<file path="src/design/bco_queue.sv">
module bco_queue #(
   parameter int unsigned WIDTH = 8,
   parameter int unsigned DEPTH = 4
) (
   input  logic             clock,
   input  logic             reset,
   input  logic             push,
   input  logic [WIDTH-1:0] push_data,
   output logic             full,
   input  logic             pop,
   output logic [WIDTH-1:0] pop_data,
   output logic             empty
);

   localparam int unsigned PTR_W = (DEPTH > 1) ? $clog2(DEPTH) : 1;
   localparam int unsigned CNT_W = $clog2(DEPTH + 1);

   logic [WIDTH-1:0] mem_ff [DEPTH];
   logic [PTR_W-1:0] wr_ptr_ff, wr_ptr_in, rd_ptr_ff, rd_ptr_in;
   logic [CNT_W-1:0] count_ff, count_in;
   logic             do_push, do_pop;

   assign full     = (count_ff == CNT_W'(DEPTH));
   assign empty    = (count_ff == '0);
   assign do_push  = push && !full;
   assign do_pop   = pop && !empty;
   assign pop_data = mem_ff[rd_ptr_ff];

   always_comb begin
      wr_ptr_in = wr_ptr_ff;
      rd_ptr_in = rd_ptr_ff;
      count_in  = count_ff;
      if (do_push) begin
         wr_ptr_in = (wr_ptr_ff == PTR_W'(DEPTH - 1)) ? '0 : wr_ptr_ff + 1'b1;
      end
      if (do_pop) begin
         rd_ptr_in = (rd_ptr_ff == PTR_W'(DEPTH - 1)) ? '0 : rd_ptr_ff + 1'b1;
      end
      if (do_push && !do_pop) begin
         count_in = count_ff + 1'b1;
      end else if (do_pop && !do_push) begin
         count_in = count_ff - 1'b1;
      end
   end

   always_ff @(posedge clock) begin
      if (reset) begin
         wr_ptr_ff <= '0;
         rd_ptr_ff <= '0;
         count_ff  <= '0;
      end else begin
         wr_ptr_ff <= wr_ptr_in;
         rd_ptr_ff <= rd_ptr_in;
         count_ff  <= count_in;
      end
   end

   always_ff @(posedge clock) begin
      if (do_push) begin
         mem_ff[wr_ptr_ff] <= push_data;
      end
   end

endmodule

</file>
<file path="config.mk">
export PLATFORM = sky130hd
export DESIGN_NAME = bco_queue
export DESIGN_NICKNAME = d
export VERILOG_FILES = /design/src/design/bco_queue.sv
export SDC_FILE = /design/constraint.sdc
export NUM_CORES = 1
export LEC_CHECK = 0
export ABC_CLOCK_PERIOD_IN_PS = 2600
export BUFFER_PORTS_ARGS = -buffer_cell sky130_fd_sc_hd__buf_2
export CORE_ASPECT_RATIO = 0.6
export CORE_UTILIZATION = 25
export DETAILED_ROUTE_END_ITERATION = 6
export PLACE_DENSITY = 0.42
export SKIP_LAST_GASP = 1
export SLEW_MARGIN = 10
export SYNTH_ARGS = -nofsm -noshare
export SYNTH_HDL_FRONTEND = slang
export SYNTH_SLANG_ARGS = --single-unit
export TNS_END_PERCENT = 30
</file>
<file path="constraint.sdc">
create_clock -name clock -period 2.6 [get_ports clock]
set_clock_uncertainty 0.15 [all_clocks]
set_input_delay 0 -clock clock [delete_from_list [all_inputs] [get_ports clock]]
set_output_delay 0 -clock clock [all_outputs]
set_load 0.05 [all_outputs]
</file>
==> results.md, run 1 <==
- Port buffer count: 21
- Core box area: between 6000 and 7000 sq um
- Crit share post-route: 92.4%
- Worst setup SP type: flip-flop
- Height of the die: approximately 65 um
- Cell Area, Placed: between 1500 and 2000 sq um
- CTS root buf: clkbuf_8
- Layout Cells excl Fill: 212
- Synthesized cell area: between 1500 and 2000 sq um
- Share of cells above drive strength 1: 35.2%
- Clock Latency Late Sink: ~0.28 ns
- Post-CTS Setup Bufs: 0
- First-pass DRT Iterations: 3
- Syn_nets: approximately 110
- Routability cong.: about 0.7
- Post-synthesis area per instance: 17.9 sq um
- Sequential area share after synthesis: a little under 70%
- DIE AREA: 6920 sq um
- Max Cap Viol: 0
- Number of synthesis warnings: 0
- Fin worst setup slack: approximately 0.20 ns
- Status: finished, final reports clean
- Ports: 22
- # diodes: 0
- Final instance area: between 2000 and 2500 sq um
- DRC: 0
- DP HPWL: ~2000 um
- Final hold violations: 0
- #FFs+latches synth: 41
- WP data required: about 2.7 ns
- Worst slew pin tran: a little under 0.6 ns
- Initial DRC count: 13
- Via density: 4.08
- DP Cell Count: ~190
- Largest net degree at the start of global routing: 12
- Pre-CTS WS: around 0.084 ns
- Effective utilization at floorplan: a little over a quarter
- Avg WL per Cell: around 13 um
- CTS Buf Count: 5
- Final #Nets: 146
- RSZ-0062 raised after global routing: false
- Setup violators final: 0
- TritonCTS clock tree: yes
- Leakage Power: between 0.0007 and 0.0008 uW
- Power Density: about 940 nW/um^2
- Pins Over Slew Limit: 0
- Die width: between 100 and 150 um
- Max H-tree Level: 2
- Grt ovf: 0
- Layout area overhead: 22.9%
- Rows: 22
- Clock Tree Buf Depth: 2
- Critical path type: reg2reg
- Vias in the first global route: 907
- Initial antenna violation count: 0
- Global-route usage over all layers: under 10%
- Distinct cells, synth: 26
- Sum Neg Setup Slack: 0 ns
- Antenna viol nets, final: 0
- Most common cell after layout, fill and taps aside: edfxtp_1
- Core Util, Final: between 30% and 40%
- Crit path time final: 2.40 ns
- Cells after Synth: 92
- Peak VDD IR: about 0.26 mV
- Total Routed Length: 2790 um
- Via Count: 865
- Hold WC Path Type: in2reg
- Critical path endpoint category: flip-flop
- Max Freq: roughly 0.42 GHz
- CP Max Fanout: 7
- Clock slew at reported path FFs: 0.07 ns
- First-pass GRT wire length: about 4600 um
- Crit path DAT: between 2 and 2.5 ns
- Slew headroom: approximately 61%
- CTS sink cnt: 41
- Most frequent cells in the layout: 32 x edfxtp_1, 21 x buf_2, 10 x dlygate4sd3_1, 9 x dfxtp_1, 8 x mux4_2
-- Yosys cell counts, drive strengths merged --
| library cell | n | area (sq um) |
|---|---|---|
| nor2 | 4 | 17.5 |
| and3 | 4 | 30.0 |
| buf | 3 | 20.0 |
| dfxtp | 9 | 180 |
| inv | 4 | 15.0 |
| or3 | 2 | 13.8 |
| xor2 | 2 | 17.5 |
| nand3 | 2 | 10.0 |
| clkinv | 1 | 8.76 |
| or3b | 1 | 8.76 |
| mux2i | 2 | 20.0 |
| fa | 1 | 20.0 |
| ha | 6 | 75.1 |
| nand2 | 1 | 3.75 |
| o31ai | 2 | 25.0 |
| mux4 | 8 | 180 |
| edfxtp | 32 | 961 |
| a21oi | 3 | 15.0 |
| nor3 | 2 | 10.0 |
| o21ai | 2 | 10.0 |
| clkbuf | 1 | 3.75 |
-- power by group --
part	internal [uW]	switching, uW	total [uW]
combinational	231	403	634
clock	191	192	382
sequential	800	83.2	883
total	1220	677	1900
-- state kept, by name, summed over array words and instances (netlist names), named ones only --
name and cells:
wr_ptr_ff 2, mem_ff 32, count_ff 3, rd_ptr_ff 2
-- cell type report --
type / instances / area (sq um)
clock buffers: 8 / 80.1
fillers: 627 / 4200
inverters: 5 / 23.8
multi-input cells: 42 / 459
flip-flops and latches: 41 / 1140
well taps: 84 / 105
repair buffers: 32 / 213
-- cell families (layout without fill, tap and decap cells) --
family	Yosys count	count (layout)	synth area share (%)
AND/OR/NAND/NOR	16	16	5.70
multiplexers	10	10	12.2
XOR/XNOR	2	2	1.06
AO/OA/AOI/OAI	7	7	3.04
buffers and inverters	9	45	2.89
flip-flops	41	41	69.4
adder cells (fa/ha/maj)	7	7	5.78
-- metrics by stage --
stage	hold slack (ns)	total power, uW
floorplan	-0.0511	1390
global placement	0.0703	1510
detailed placement	0.0757	1520
CTS	0.0566	1920
global route	0.0791	2020
finish	0.0577	1900
-- layer usage --
metal  track usage, %  share of wire, %  routed length, um  vias to the layer above
li1                 -                 -                  -                      419
met1             12.6                50               1390                      425
met2             13.5                44               1230                       16
met3             3.02               4.1                114                        5
met4             4.62               1.8                 51                        0
met5                0                 0                  0                        -
-- timing repair --
action                                 in CTS  in global routing
gates resized for setup                     0                  1
setup endpoints to repair                   0                  1
endpoints found under the hold margin      41                  0
hold buffers                               10                  0
-- critical path, stage by stage, from the launching register on --
cell,delay (ns)
dfxtp_1,0.46
or3b_4,0.23
clkinv_4,0.06
nor2_2,0.12
ha_1,0.19
inv_1,0.06
fa_1,0.37
xor2_1,0.15
or3_2,0.41
a21oi_1,0.14
-- path summary, 6_finish.rpt --
check | start | to | slack [ns] | cells after the start
worst max-delay path | count_ff[0] | count_ff[2] | 0.20 | 9
worst min-delay path | pop | rd_ptr_ff[0] | 0.06 | 5
worst min register to register | rd_ptr_ff[0] | rd_ptr_ff[0] | 0.36 | 2
worst max register to register | count_ff[0] | count_ff[2] | 0.20 | 9
Power figures use the tool's default switching activity.
==> run 2: changes to the inputs <==
--- a/config.mk
+++ b/config.mk
@@ -5,7 +5,7 @@
 export SDC_FILE = /design/constraint.sdc
 export NUM_CORES = 1
 export LEC_CHECK = 0
-export ABC_CLOCK_PERIOD_IN_PS = 2600
+export ABC_CLOCK_PERIOD_IN_PS = 2400
 export BUFFER_PORTS_ARGS = -buffer_cell sky130_fd_sc_hd__buf_2
 export CORE_ASPECT_RATIO = 0.6
 export CORE_UTILIZATION = 25
==> constraint.sdc (replaced) <==
create_clock -name clock -period 2.4 [get_ports clock]
set_clock_uncertainty 0.15 [all_clocks]
set_input_delay 0 -clock clock [delete_from_list [all_inputs] [get_ports clock]]
set_output_delay 0 -clock clock [all_outputs]
set_load 0.05 [all_outputs]
==> results.md, run 2 (synthesis gave the netlist of run 1 again) <==
- Total Routed Length: 3000 um
- CTS root buf: clkbuf_8
- Critical path endpoint category: flip-flop
- Largest net degree at the start of global routing: 13
- Clock Latency Late Sink: 0.28 ns
- Critical path type: reg2reg
- Max Freq: around 0.43 GHz
- Most common cell after layout, fill and taps aside: edfxtp_1
- Initial DRC count: 26
- Global-route usage over all layers: under 10%
- Worst setup SP type: flip-flop
- Slew headroom: between 50% and 60%
- Most frequent cells in the layout: 32 x edfxtp_1, 21 x buf_2, 12 x dlygate4sd3_1, 8 x mux4_2, 6 x dfxtp_1
- Layout area overhead: 25.9%
- CTS sink cnt: 41
- Avg WL per Cell: 14.0 um
- First-pass GRT wire length: 4770 um
- Clock Tree Buf Depth: 2
- Leakage Power: ~0.00076 uW
- Final hold violations: 0
- DIE AREA: between 6000 and 7000 sq um
- DRC: 0
- Die width: between 100 and 150 um
- CP Max Fanout: 5
- Core box area: 6220 sq um
- Clock slew at reported path FFs: roughly 0.080 ns
- Core Util, Final: around 33%
- DP Cell Count: around 200
- Power Density: about 1000 nW/um^2
- Biggest register: mem_ff
- Layout Cells excl Fill: 215
- Routability cong.: between 0.7 and 0.8
- Vias in the first global route: just under 900
- CTS Buf Count: 5
- Max reg flops: 32
- Top Registers: mem_ff: 32 flops, count_ff: 3 flops
- Via Count: a little under 900
- Peak VDD IR: roughly 0.29 mV
- Ports: 22
- Rows: 22
- Max H-tree Level: 2
- DP HPWL: between 2000 and 2500 um
- Final hold slack: roughly 0.31 ns
- Via density: slightly above 4
- Sum Neg Setup Slack: 0 ns
- Effective utilization at floorplan: 26.4%
- Height of the die: 64.8 um
- Share of cells above drive strength 1: between 40% and 50%
- Crit share post-route: between 90% and 100%
- Max Cap Viol: 0
- Worst slew pin tran: between 0.6 and 0.7 ns
- TritonCTS clock tree: yes
- Port buffer count: 21
- # diodes: 0
- Grt ovf: 0
- Pre-CTS WS: 0.0129 ns
- Fin worst setup slack: 0.0575 ns
- WP data required: around 2.5 ns
- Hold WC Path Type: in2reg
- Crit path DAT: about 2.4 ns
- Final #Nets: 149
- Setup violators final: 0
- Initial antenna violation count: 0
- Crit path time final: about 2.3 ns
- Pins Over Slew Limit: 0
- Status: finished, final reports clean
- Antenna viol nets, final: 0
- First-pass DRT Iterations: 4
run 2: cell count changes in the layout (fill, tap and decap cells not counted), sizes merged:
cell,change
dlygate4sd3,+2
buf,+1
clkbuf,-2
clkinv,+2
run 2: area by class of cell:
type	count	area [sq um]
fillers	627	4150
clock inverters	2	10.0
multi-input cells	42	474
flip-flops and latches	41	1140
inverters	5	23.8
well taps	84	105
repair buffers	35	240
clock buffers	6	72.6
run 2: worst paths after layout:
| path | from | slack, ns | cells after the start | endpoint |
|---|---|---|---|---|
| hold reg to reg | rd_ptr_ff[0] | 0.36 | 2 | flip-flop |
| hold / removal | push_data[0] | 0.31 | 2 | mem_ff[2][0] |
| setup / recovery | count_ff[2] | 0.06 | 9 | count_ff[2] |
| setup reg to reg | count_ff[2] | 0.06 | 9 | count_ff[2] |
run 2: metal layers:
metal / GRT usage (%) / up-vias / wire length, um
met5: 0 / - / 0
met4: 3.08 / 0 / 12
met3: 4.02 / 2 / 158
met2: 13.9 / 18 / 1240
met1: 13.7 / 434 / 1590
li1: - / 429 / -
run 2: metrics by stage:
stage / total power (uW) / area (sq um)
CTS: 2120 / 2060
global route: 2220 / 2070
finish: 2100 / 2070
global placement: 1650 / 1850
detailed placement: 1660 / 1850
floorplan: 1500 / 1650
run 2: report_power, final:
group          leakage [uW]  switching [uW]  internal [uW]
Combinational      0.000342             448            268
Clock             0.0000450             217            201
Sequential         0.000368             101            870
run 2: timing repair:
item | in CTS | in global routing
resized for setup | 2 | 4
setup buffers | 0 | 0
hold endpoints to repair | 41 | 0
pin swaps | 0 | 1
cloned | 0 | 0
hold buffers | 12 | 0
endpoints found under the setup margin | 1 | 1
run 2: worst max-delay path, stage by stage (launching register included):
cell and delay, ns:
dfxtp_2 0.35, or3b_4 0.26, clkinv_4 0.05, nor2_2 0.11, ha_2 0.20, inv_1 0.05, fa_1 0.37, xor2_1 0.16
or3_2 0.43, a21oi_2 0.14
