==> config.mk <==
export PLATFORM = sky130hd
export DESIGN_NAME = bco_front
export DESIGN_NICKNAME = d
export VERILOG_FILES = /design/src/design/bco_pkg.sv /design/src/design/bco_front.sv
export SDC_FILE = /design/constraint.sdc
export NUM_CORES = 1
export LEC_CHECK = 0
export ABC_AREA = 1
export BUFFER_PORTS_ARGS = -buffer_cell sky130_fd_sc_hd__buf_4
export CAP_MARGIN = 20
export CORE_ASPECT_RATIO = 1.25
export CORE_MARGIN = 3
export CORE_UTILIZATION = 35
export CTS_CLUSTER_DIAMETER = 50
export DETAILED_ROUTE_END_ITERATION = 12
export PLACE_DENSITY = 0.51
export SYNTH_ARGS = -nofsm -noshare
export SYNTH_HDL_FRONTEND = slang
export SYNTH_SLANG_ARGS = --single-unit
==> constraint.sdc <==
create_clock -name clock -period 21 [get_ports clock]
set_clock_uncertainty 0.1 [all_clocks]
set_input_delay 4.2 -clock clock [delete_from_list [all_inputs] [get_ports clock]]
set_output_delay 4.2 -clock clock [all_outputs]
set_load 0.1 [all_outputs]
==> src/design/bco_pkg.sv <==
package bco_pkg;

   localparam int unsigned COORD_W   = 32;
   localparam int unsigned SIZE_W    = 31;
   localparam int unsigned SQ_W      = 62;
   localparam int unsigned WIDE_W    = 64;
   localparam int unsigned SQRT_STEPS = 32;
   localparam int unsigned DIV_STEPS  = 31;

   // Stage numbering of the back pipeline.
   localparam int unsigned ST_LOAD   = 0;
   localparam int unsigned ST_SQUARE = 1;
   localparam int unsigned ST_SUM    = 2;
   localparam int unsigned ST_SQRT0  = 3;
   localparam int unsigned ST_GAP    = ST_SQRT0 + SQRT_STEPS;
   localparam int unsigned ST_MUL    = ST_GAP + 1;
   localparam int unsigned ST_DIV0   = ST_MUL + 1;
   localparam int unsigned NUM_STAGES = ST_DIV0 + DIV_STEPS;

   // Classified item handed from the front to the back.
   typedef struct packed {
      logic [SIZE_W-1:0] mag_x;
      logic [SIZE_W-1:0] mag_y;
      logic              neg_x;
      logic              neg_y;
      logic [SIZE_W-1:0] radius;
      logic              near;
   } class_type;

   // Working state carried down the back pipeline.
   typedef struct packed {
      logic [SIZE_W-1:0] mag_x;
      logic [SIZE_W-1:0] mag_y;
      logic              neg_x;
      logic              neg_y;
      logic [SIZE_W-1:0] radius;
      logic              near;
      logic              hit;
      logic              zero;
      logic [SQ_W-1:0]   sq_x;
      logic [SQ_W-1:0]   sq_y;
      logic [SQ_W-1:0]   sq_r;
      logic [WIDE_W-1:0] value;
      logic [WIDE_W-1:0] root;
      logic [SIZE_W-1:0] gap;
      logic [SIZE_W-1:0] divisor;
      logic [WIDE_W-1:0] rem_x;
      logic [WIDE_W-1:0] rem_y;
      logic [SIZE_W-1:0] quo_x;
      logic [SIZE_W-1:0] quo_y;
   } lane_type;

   typedef struct packed {
      logic               hit;
      logic [COORD_W-1:0] push_x;
      logic [COORD_W-1:0] push_y;
   } result_type;

endpackage

==> src/design/bco_front.sv <==
module bco_front (
   input  logic                                clock,
   input  logic                                reset,
   input  logic                                in_push,
   output logic                                in_full,
   input  logic signed [bco_pkg::COORD_W-1:0]  circle_x,
   input  logic signed [bco_pkg::COORD_W-1:0]  circle_y,
   input  logic [bco_pkg::SIZE_W-1:0]          circle_radius,
   input  logic signed [bco_pkg::COORD_W-1:0]  box_x,
   input  logic signed [bco_pkg::COORD_W-1:0]  box_y,
   input  logic [bco_pkg::SIZE_W-1:0]          box_width,
   input  logic [bco_pkg::SIZE_W-1:0]          box_height,
   output logic                                q_write,
   output bco_pkg::class_type                  q_data,
   input  logic                                q_full
);

   localparam int unsigned EXT_W = bco_pkg::COORD_W + 2;
   localparam logic signed [EXT_W-1:0] SAT_MAX = EXT_W'(2147483647);
   // Most negative 32-bit value, sign-extended to the working width.
   localparam logic signed [EXT_W-1:0] SAT_MIN =
      {{(EXT_W-bco_pkg::COORD_W+1){1'b1}}, {(bco_pkg::COORD_W-1){1'b0}}};

   logic                               valid_ff, valid_in;
   logic signed [bco_pkg::COORD_W-1:0] cx_ff, cy_ff, bx_ff, by_ff;
   logic [bco_pkg::SIZE_W-1:0]         r_ff, w_ff, h_ff;
   logic                               accept;
   logic signed [EXT_W-1:0]            dx, dy;
   logic [EXT_W-1:0]                   ax, ay;

   function automatic logic signed [EXT_W-1:0] sat(input logic signed [EXT_W-1:0] v);
      logic signed [EXT_W-1:0] res;
      res = v;
      if (v > SAT_MAX) begin
         res = SAT_MAX;
      end else if (v < SAT_MIN) begin
         res = SAT_MIN;
      end
      return res;
   endfunction

   function automatic logic signed [EXT_W-1:0] offset(
      input logic signed [bco_pkg::COORD_W-1:0] c,
      input logic signed [bco_pkg::COORD_W-1:0] centre,
      input logic [bco_pkg::SIZE_W-1:0]         size
   );
      logic signed [EXT_W-1:0] half, lo, hi, ce, res;
      half = signed'(EXT_W'(size >> 1));
      ce   = EXT_W'(c);
      lo   = sat(EXT_W'(centre) - half);
      hi   = sat(EXT_W'(centre) + half);
      res  = '0;
      if (ce < lo) begin
         res = ce - lo;
      end else if (ce > hi) begin
         res = ce - hi;
      end
      return res;
   endfunction

   assign in_full = valid_ff && q_full;
   assign accept  = in_push && !in_full;
   assign q_write = valid_ff && !q_full;

   assign dx = offset(cx_ff, bx_ff, w_ff);
   assign dy = offset(cy_ff, by_ff, h_ff);
   assign ax = dx[EXT_W-1] ? EXT_W'(-dx) : EXT_W'(dx);
   assign ay = dy[EXT_W-1] ? EXT_W'(-dy) : EXT_W'(dy);

   always_comb begin
      q_data.mag_x  = ax[bco_pkg::SIZE_W-1:0];
      q_data.mag_y  = ay[bco_pkg::SIZE_W-1:0];
      q_data.neg_x  = dx[EXT_W-1];
      q_data.neg_y  = dy[EXT_W-1];
      q_data.radius = r_ff;
      q_data.near   = (ax <= EXT_W'(r_ff)) && (ay <= EXT_W'(r_ff));
   end

   always_comb begin
      valid_in = valid_ff;
      if (accept) begin
         valid_in = 1'b1;
      end else if (q_write) begin
         valid_in = 1'b0;
      end
   end

   always_ff @(posedge clock) begin
      if (reset) begin
         valid_ff <= 1'b0;
      end else begin
         valid_ff <= valid_in;
      end
   end

   always_ff @(posedge clock) begin
      if (accept) begin
         cx_ff <= circle_x;
         cy_ff <= circle_y;
         r_ff  <= circle_radius;
         bx_ff <= box_x;
         by_ff <= box_y;
         w_ff  <= box_width;
         h_ff  <= box_height;
      end
   end

endmodule

==> impl_metrics.py, run 1 <==
metrics = {
    "route": {
        "ant_nets": 0,
        "post_drt_wl_per_cell_um": 18.5,
        "drc": 0,
        "drt_pass1_iterations": 5,
        "via_count": 27802,
        "first_iter_violations": 1464,
        "wirelength_um": 105000,
        "detail_route.vias_per_cell": 4.92,
    },
    "sta": {
        "rsz0062_at_grt": "false",
        "setup-tns-final_ns": 0,
        "setup_viol": 0,
        "max_freq_ghz": 0.0655,
        "period_minus_slack_ns": 15.27,
        "finalHoldViolCount": 0,
        "worstMarginPinSlew_ns": 0.987,
        "finalCritPeriodShare_pct": 72.7,
        "slew_headroom_pct": 34.1,
        "slew_violations": 0,
    },
    "finish": {
        "antenna_cells": 0,
        "layout-drive-gt1-share_pct": 12.0,
        "seq_area_um2": 6600,
        "layout_common_cells": "1136 x nand2_1, 708 x inv_1, 486 x nor2_1",
        "finalInstanceArea_um2": 32700,
        "fill_cells": 8856,
        "instances_no_fill": 5655,
        "multi_input_area_um2": 18500,
        "mostFrequentLayoutCell": "nand2_1",
        "synthToLayoutAreaGrowth_pct": 15.7,
        "post-route-util_pct": 41.2,
        "final_nets": 5126,
    },
    "worst_setup_path": {
        "critical_path_required_ns": 16.70,
        "timing.rr.start": "valid_ff",
        "critPathLaunch": "h_ff[1]",
        "max_stage_delay_ns": 0.73,
        "crit_fanout": 41,
        "cp_slowest_cell": "inv_1",
        "crit_path_end_kind": "output pin",
        "path_class": "flip-flop to output pin",
        "r2r-end": "cx_ff[2]",
        "rrSetupSlack_ns": 18.45,
        "reg2reg_depth": 5,
        "crit_top_cell": "nand2_1",
        "worst_setup_path_start_kind": "flip-flop",
        "critPathArrivalTime_ns": 10.97,
    },
    "cts": {
        "cts_tree": "yes",
        "cts_inserted_buffers": 31,
        "clk_pin_slew_worst_paths_ns": 0.06,
        "root_buffer": "clkbuf_16",
        "ctsHoldBuffers": 0,
        "cts_setup_buffers": 0,
        "clkLatencyLatePin_ns": 0.61,
        "clock_path_buffers": 3,
        "cts_resized": 0,
        "htree_levels": 1,
        "clkSinkCount": 220,
    },
    "placement": {
        "dpl_cell_area_um2": 31600,
        "routabilityCongestion": 0.938,
        "io_buffers": 320,
        "dp_hpwl_um": 91100,
        "dp.cells": 5596,
    },
    "global_routing": {
        "grt_first_pass_wirelength_um": 158000,
        "grt_overflow_total": 0,
        "antenna_found_initial": 0,
        "grt_pass1_vias": 27926,
        "grt_max_degree": 148,
        "grt_util_all_layers_pct": 24.4,
    },
    "floorplanning": {
        "ios": 323,
        "std_cell_rows": 115,
        "core-area_um2": 79400,
        "die_h_um": 324,
        "dieArea_um2": 84200,
        "start_util_pct": 35.6,
        "die_x_um": 260,
    },
    "synthesis": {
        "netlist.top_cell.by_area": "edfxtp_1",
        "postSynthCellCount": 4303,
        "ys_ff_latch": 220,
        "async_flop_share_pct": 0,
        "synth_area_leaders": "edfxtp_1 23%, nand2_1 15%, ha_1 14%, inv_1 9.4%, nor2_1 6.5%",
        "netlist_area_um2": 28300,
        "synthesis.nets": 4852,
        "synth_cell_types": 60,
        "yosysSeqAreaShare_pct": 23.3,
        "ys.flop_type": "edfxtp_1",
        "synth_edf_count": 219,
        "synth_top_area_share_pct": 23.3,
        "yosysWarnings": 0,
        "syn_avg_cell_area_um2": 6.57,
    },
    "hold_path": {
        "min_path_type": "flip-flop to flip-flop",
        "whs_path_depth": 2,
        "min_from": "valid_ff",
        "min_to": "valid_ff",
    },
    "status": {
        "status": "completed",
    },
    "pwr": {
        "leakage_nw": 16.8,
        "ir_worst_vdd_uv": 97.9,
        "power.density_nw_per_um2": 132,
        "power.total_w": 0.00430,
    },
    "flow_run": {
        "drv_cap": 0,
    },
}
## Yosys cell counts, drive strengths merged, types with 4 or more instances
cell type     n
nand2      1179
inv         734
nor2        547
a21oi       345
ha          316
edfxtp      219
nand3       196
o21ai       181
xor2        142
xnor2        75
nand4        46
buf          44
nor3         44
clkbuf       40
nand3b       25
a21boi       22
o21bai       22
a21o         19
a31oi        19
nor4         10
o211ai       10
or2          10
o21a          9
fa            8
a211oi        7
and2          7
a221oi        5
o31ai         5
o221ai        4
## cell type report
type | count | share of cell area, %
clock buffers | 33 | 2.40
clock inverters | 25 | 0.942
inverters | 736 | 8.45
multi-input cells | 3263 | 56.5
flip-flops and latches | 220 | 20.2
well taps | 1053 | 4.03
repair buffers | 325 | 7.51
## critical path, delay by kind of cell, from the launching register on
| kind | cells | cell delay, ns |
|---|---|---|
| AND/OR/NAND/NOR | 31 | 4.04 |
| AO/OA/AOI/OAI | 12 | 2.45 |
| adder cells (fa/ha/maj) | 5 | 1.59 |
| buffers and inverters | 6 | 1.38 |
| XOR/XNOR | 1 | 0.41 |
| flip-flops | 1 | 0.40 |
## where the power goes
part | switching [W] | leakage, nW | internal (W)
clock network | 0.000237 | 0.515 | 0.000308
registers | 0.0000221 | 2.13 | 0.000516
logic | 0.00239 | 14.1 | 0.000826
total | 0.00265 | 16.8 | 0.00165
## per-layer routing
metal / routed length, um / track usage [%]
met1: 42500 / 28.1
met2: 54300 / 46.6
met3: 3770 / 2.01
met4: 4240 / 9.13
met5: 0 / 0
## sequential cells by signal, summed over array words and instances (netlist names)
signal / count
by_ff: 32
cx_ff: 32
w_ff: 30
bx_ff: 32
r_ff: 31
cy_ff: 32
h_ff: 30
valid_ff: 1
## through the flow
step                      worst slack [ns]  hold WS [ns]
final                                 5.73         0.377
after global routing                  4.84         0.435
after CTS                             5.63         0.381
after detailed placement              6.35         0.369
after global placement                6.41         0.362
after floorplan                       6.12         0.348
## how the worst max path moves through the flow
stage | cells past startpoint | to
2_1_floorplan | 59 | q_data[0]
3_3_place_gp | 56 | q_data[0]
3_5_place_dp | 55 | q_data[0]
4_1_cts | 55 | q_data[0]
5_1_grt | 55 | q_data[0]
6_report | 55 | q_data[0]
## cells by family (layout without fill, tap and decap cells)
group / Yosys count / count (layout) / synth area share (%)
compound gates: 654 / 654 / 13.1
xor+xnor: 217 / 217 / 6.73
fa+ha+maj: 324 / 324 / 14.6
buf+inv: 820 / 1119 / 11.4
flops: 220 / 220 / 23.3
simple gates: 2068 / 2068 / 31.0
Power figures use the tool's default switching activity.
==> run 2: changes to the inputs <==
- clock period: 21 -> 15.5 ns (I/O delays scaled with it)
==> impl_metrics.py, run 2 (synthesis results as in run 1) <==
metrics = {
    "status": {
        "status": "completed",
    },
    "cts": {
        "clkLatencyLatePin_ns": 0.56,
        "cts_setup_buffers": 0,
        "cts_inserted_buffers": 34,
        "clk_pin_slew_worst_paths_ns": 0.06,
        "root_buffer": "clkbuf_16",
        "clock_path_buffers": 3,
        "ctsHoldBuffers": 0,
        "cts_tree": "yes",
        "htree_levels": 2,
        "clkSinkCount": 220,
        "cts_resized": 0,
    },
    "floorplanning": {
        "ios": 323,
        "std_cell_rows": 115,
        "die_x_um": 260,
        "dieArea_um2": 84200,
        "die_h_um": 324,
        "core-area_um2": 79400,
        "start_util_pct": 35.6,
    },
    "sta": {
        "layout_setup_ws_ns": 1.16,
        "finalCritPeriodShare_pct": 92.5,
        "slew_headroom_pct": 34.2,
        "setup_viol": 0,
        "finalHoldViolCount": 0,
        "period_minus_slack_ns": 14.34,
        "rsz0062_at_grt": "false",
        "max_freq_ghz": 0.0698,
        "slew_violations": 0,
        "setup-tns-final_ns": 0,
        "worstMarginPinSlew_ns": 0.977,
    },
    "worst_setup_path": {
        "crit_top_cell": "nand2_1",
        "worst_setup_path_start_kind": "flip-flop",
        "path_class": "flip-flop to output pin",
        "cp_slowest_cell": "inv_1",
        "crit_fanout": 41,
        "critPathArrivalTime_ns": 11.14,
        "crit_path_end_kind": "output pin",
        "max_stage_delay_ns": 0.73,
        "critical_path_required_ns": 12.30,
    },
    "route": {
        "drt_pass1_iterations": 5,
        "ant_nets": 0,
        "post_drt_wl_per_cell_um": 18.7,
        "via_count": 27808,
        "wirelength_um": 106000,
        "first_iter_violations": 1487,
        "drc": 0,
        "detail_route.vias_per_cell": 4.92,
    },
    "placement": {
        "pre_cts_ws_ns": 1.84,
        "dpl_cell_area_um2": 31600,
        "io_buffers": 320,
        "routabilityCongestion": 0.929,
        "dp_hpwl_um": 91700,
    },
    "finish": {
        "seq_area_um2": 6600,
        "synthToLayoutAreaGrowth_pct": 15.7,
        "final_nets": 5129,
        "layout-drive-gt1-share_pct": 11.9,
        "antenna_cells": 0,
        "fill_cells": 8740,
        "mostFrequentLayoutCell": "nand2_1",
        "layout_common_cells": "1136 x nand2_1, 708 x inv_1, 486 x nor2_1",
        "finalInstanceArea_um2": 32700,
        "multi_input_area_um2": 18500,
    },
    "hold_path": {
        "min_path_type": "flip-flop to flip-flop",
    },
    "global_routing": {
        "grt_first_pass_wirelength_um": 160000,
        "grt_max_degree": 145,
        "use_met2_pct": 46.4,
        "antenna_found_initial": 0,
        "grt_use_met3_pct": 2.20,
        "met1_usage_pct": 28.7,
        "busiest_layer": "met2",
        "grt_pass1_vias": 27946,
        "grt_util_all_layers_pct": 24.6,
        "grt_overflow_total": 0,
    },
    "pwr": {
        "ir_worst_vdd_uv": 188,
        "leakage_nw": 16.8,
        "power.total_w": 0.00585,
        "power.density_nw_per_um2": 179,
    },
    "flow_run": {
        "drv_cap": 0,
    },
}
run 2: changes by cell type in the layout (fill, tap and decap cells not counted), sizes merged:
cell,delta
clkinvlp,-4
clkbuf,+4
inv,+3
bufinv,-1
run 2: final timing paths:
path	from	endpoint	slack [ns]	cells past startpoint
setup reg to reg	valid_ff	r_ff[6]	13.43	4
hold reg to reg	valid_ff	valid_ff	0.38	2
setup / recovery	h_ff[1]	q_data[0]	1.16	55
hold / removal	valid_ff	valid_ff	0.38	2
run 2: critical path: cells and delay by family, from the launching register on:
| kind | cells | cell delay [ns] |
|---|---|---|
| and+or+nand+nor | 31 | 4.21 |
| buffers and inverters | 6 | 1.38 |
| DFF | 1 | 0.40 |
| xor gates and xnor gates | 1 | 0.37 |
| AOI/OAI and AO/OA | 12 | 2.56 |
| adders and majority gates | 5 | 1.56 |
run 2: metrics by stage:
stage / std cells / utilization (%) / hold WS (ns)
global route: 5657 / 41.2 / 0.416
global placement: 5597 / 39.8 / 0.369
floorplan: 4303 / - / 0.348
detailed placement: 5597 / 39.8 / 0.376
CTS: 5657 / 41.2 / 0.384
finish: 5657 / 41.2 / 0.376
run 2: cell type report:
| type | instances | share of cell area, % |
|---|---|---|
| Clock buffer | 37 | 2.64 |
| Inverter | 736 | 8.45 |
| Tap cell | 1053 | 4.03 |
| Sequential cell | 220 | 20.2 |
| Clock inverter | 23 | 0.773 |
| Multi-Input combinational cell | 3263 | 56.4 |
| Timing Repair Buffer | 325 | 7.50 |
run 2: routing by layer:
metal  vias up  part of all wire [%]
met5         -                     0
met3       175                   3.4
li1      14386                     -
met2       580                    51
met1     12667                    41
met4         0                   4.4
run 2: report_power, final:
part | switching (W) | internal, W | leakage [nW]
registers | 0.0000310 | 0.000700 | 2.13
clock network | 0.000317 | 0.000436 | 0.539
logic | 0.00325 | 0.00112 | 14.1
total | 0.00360 | 0.00225 | 16.8
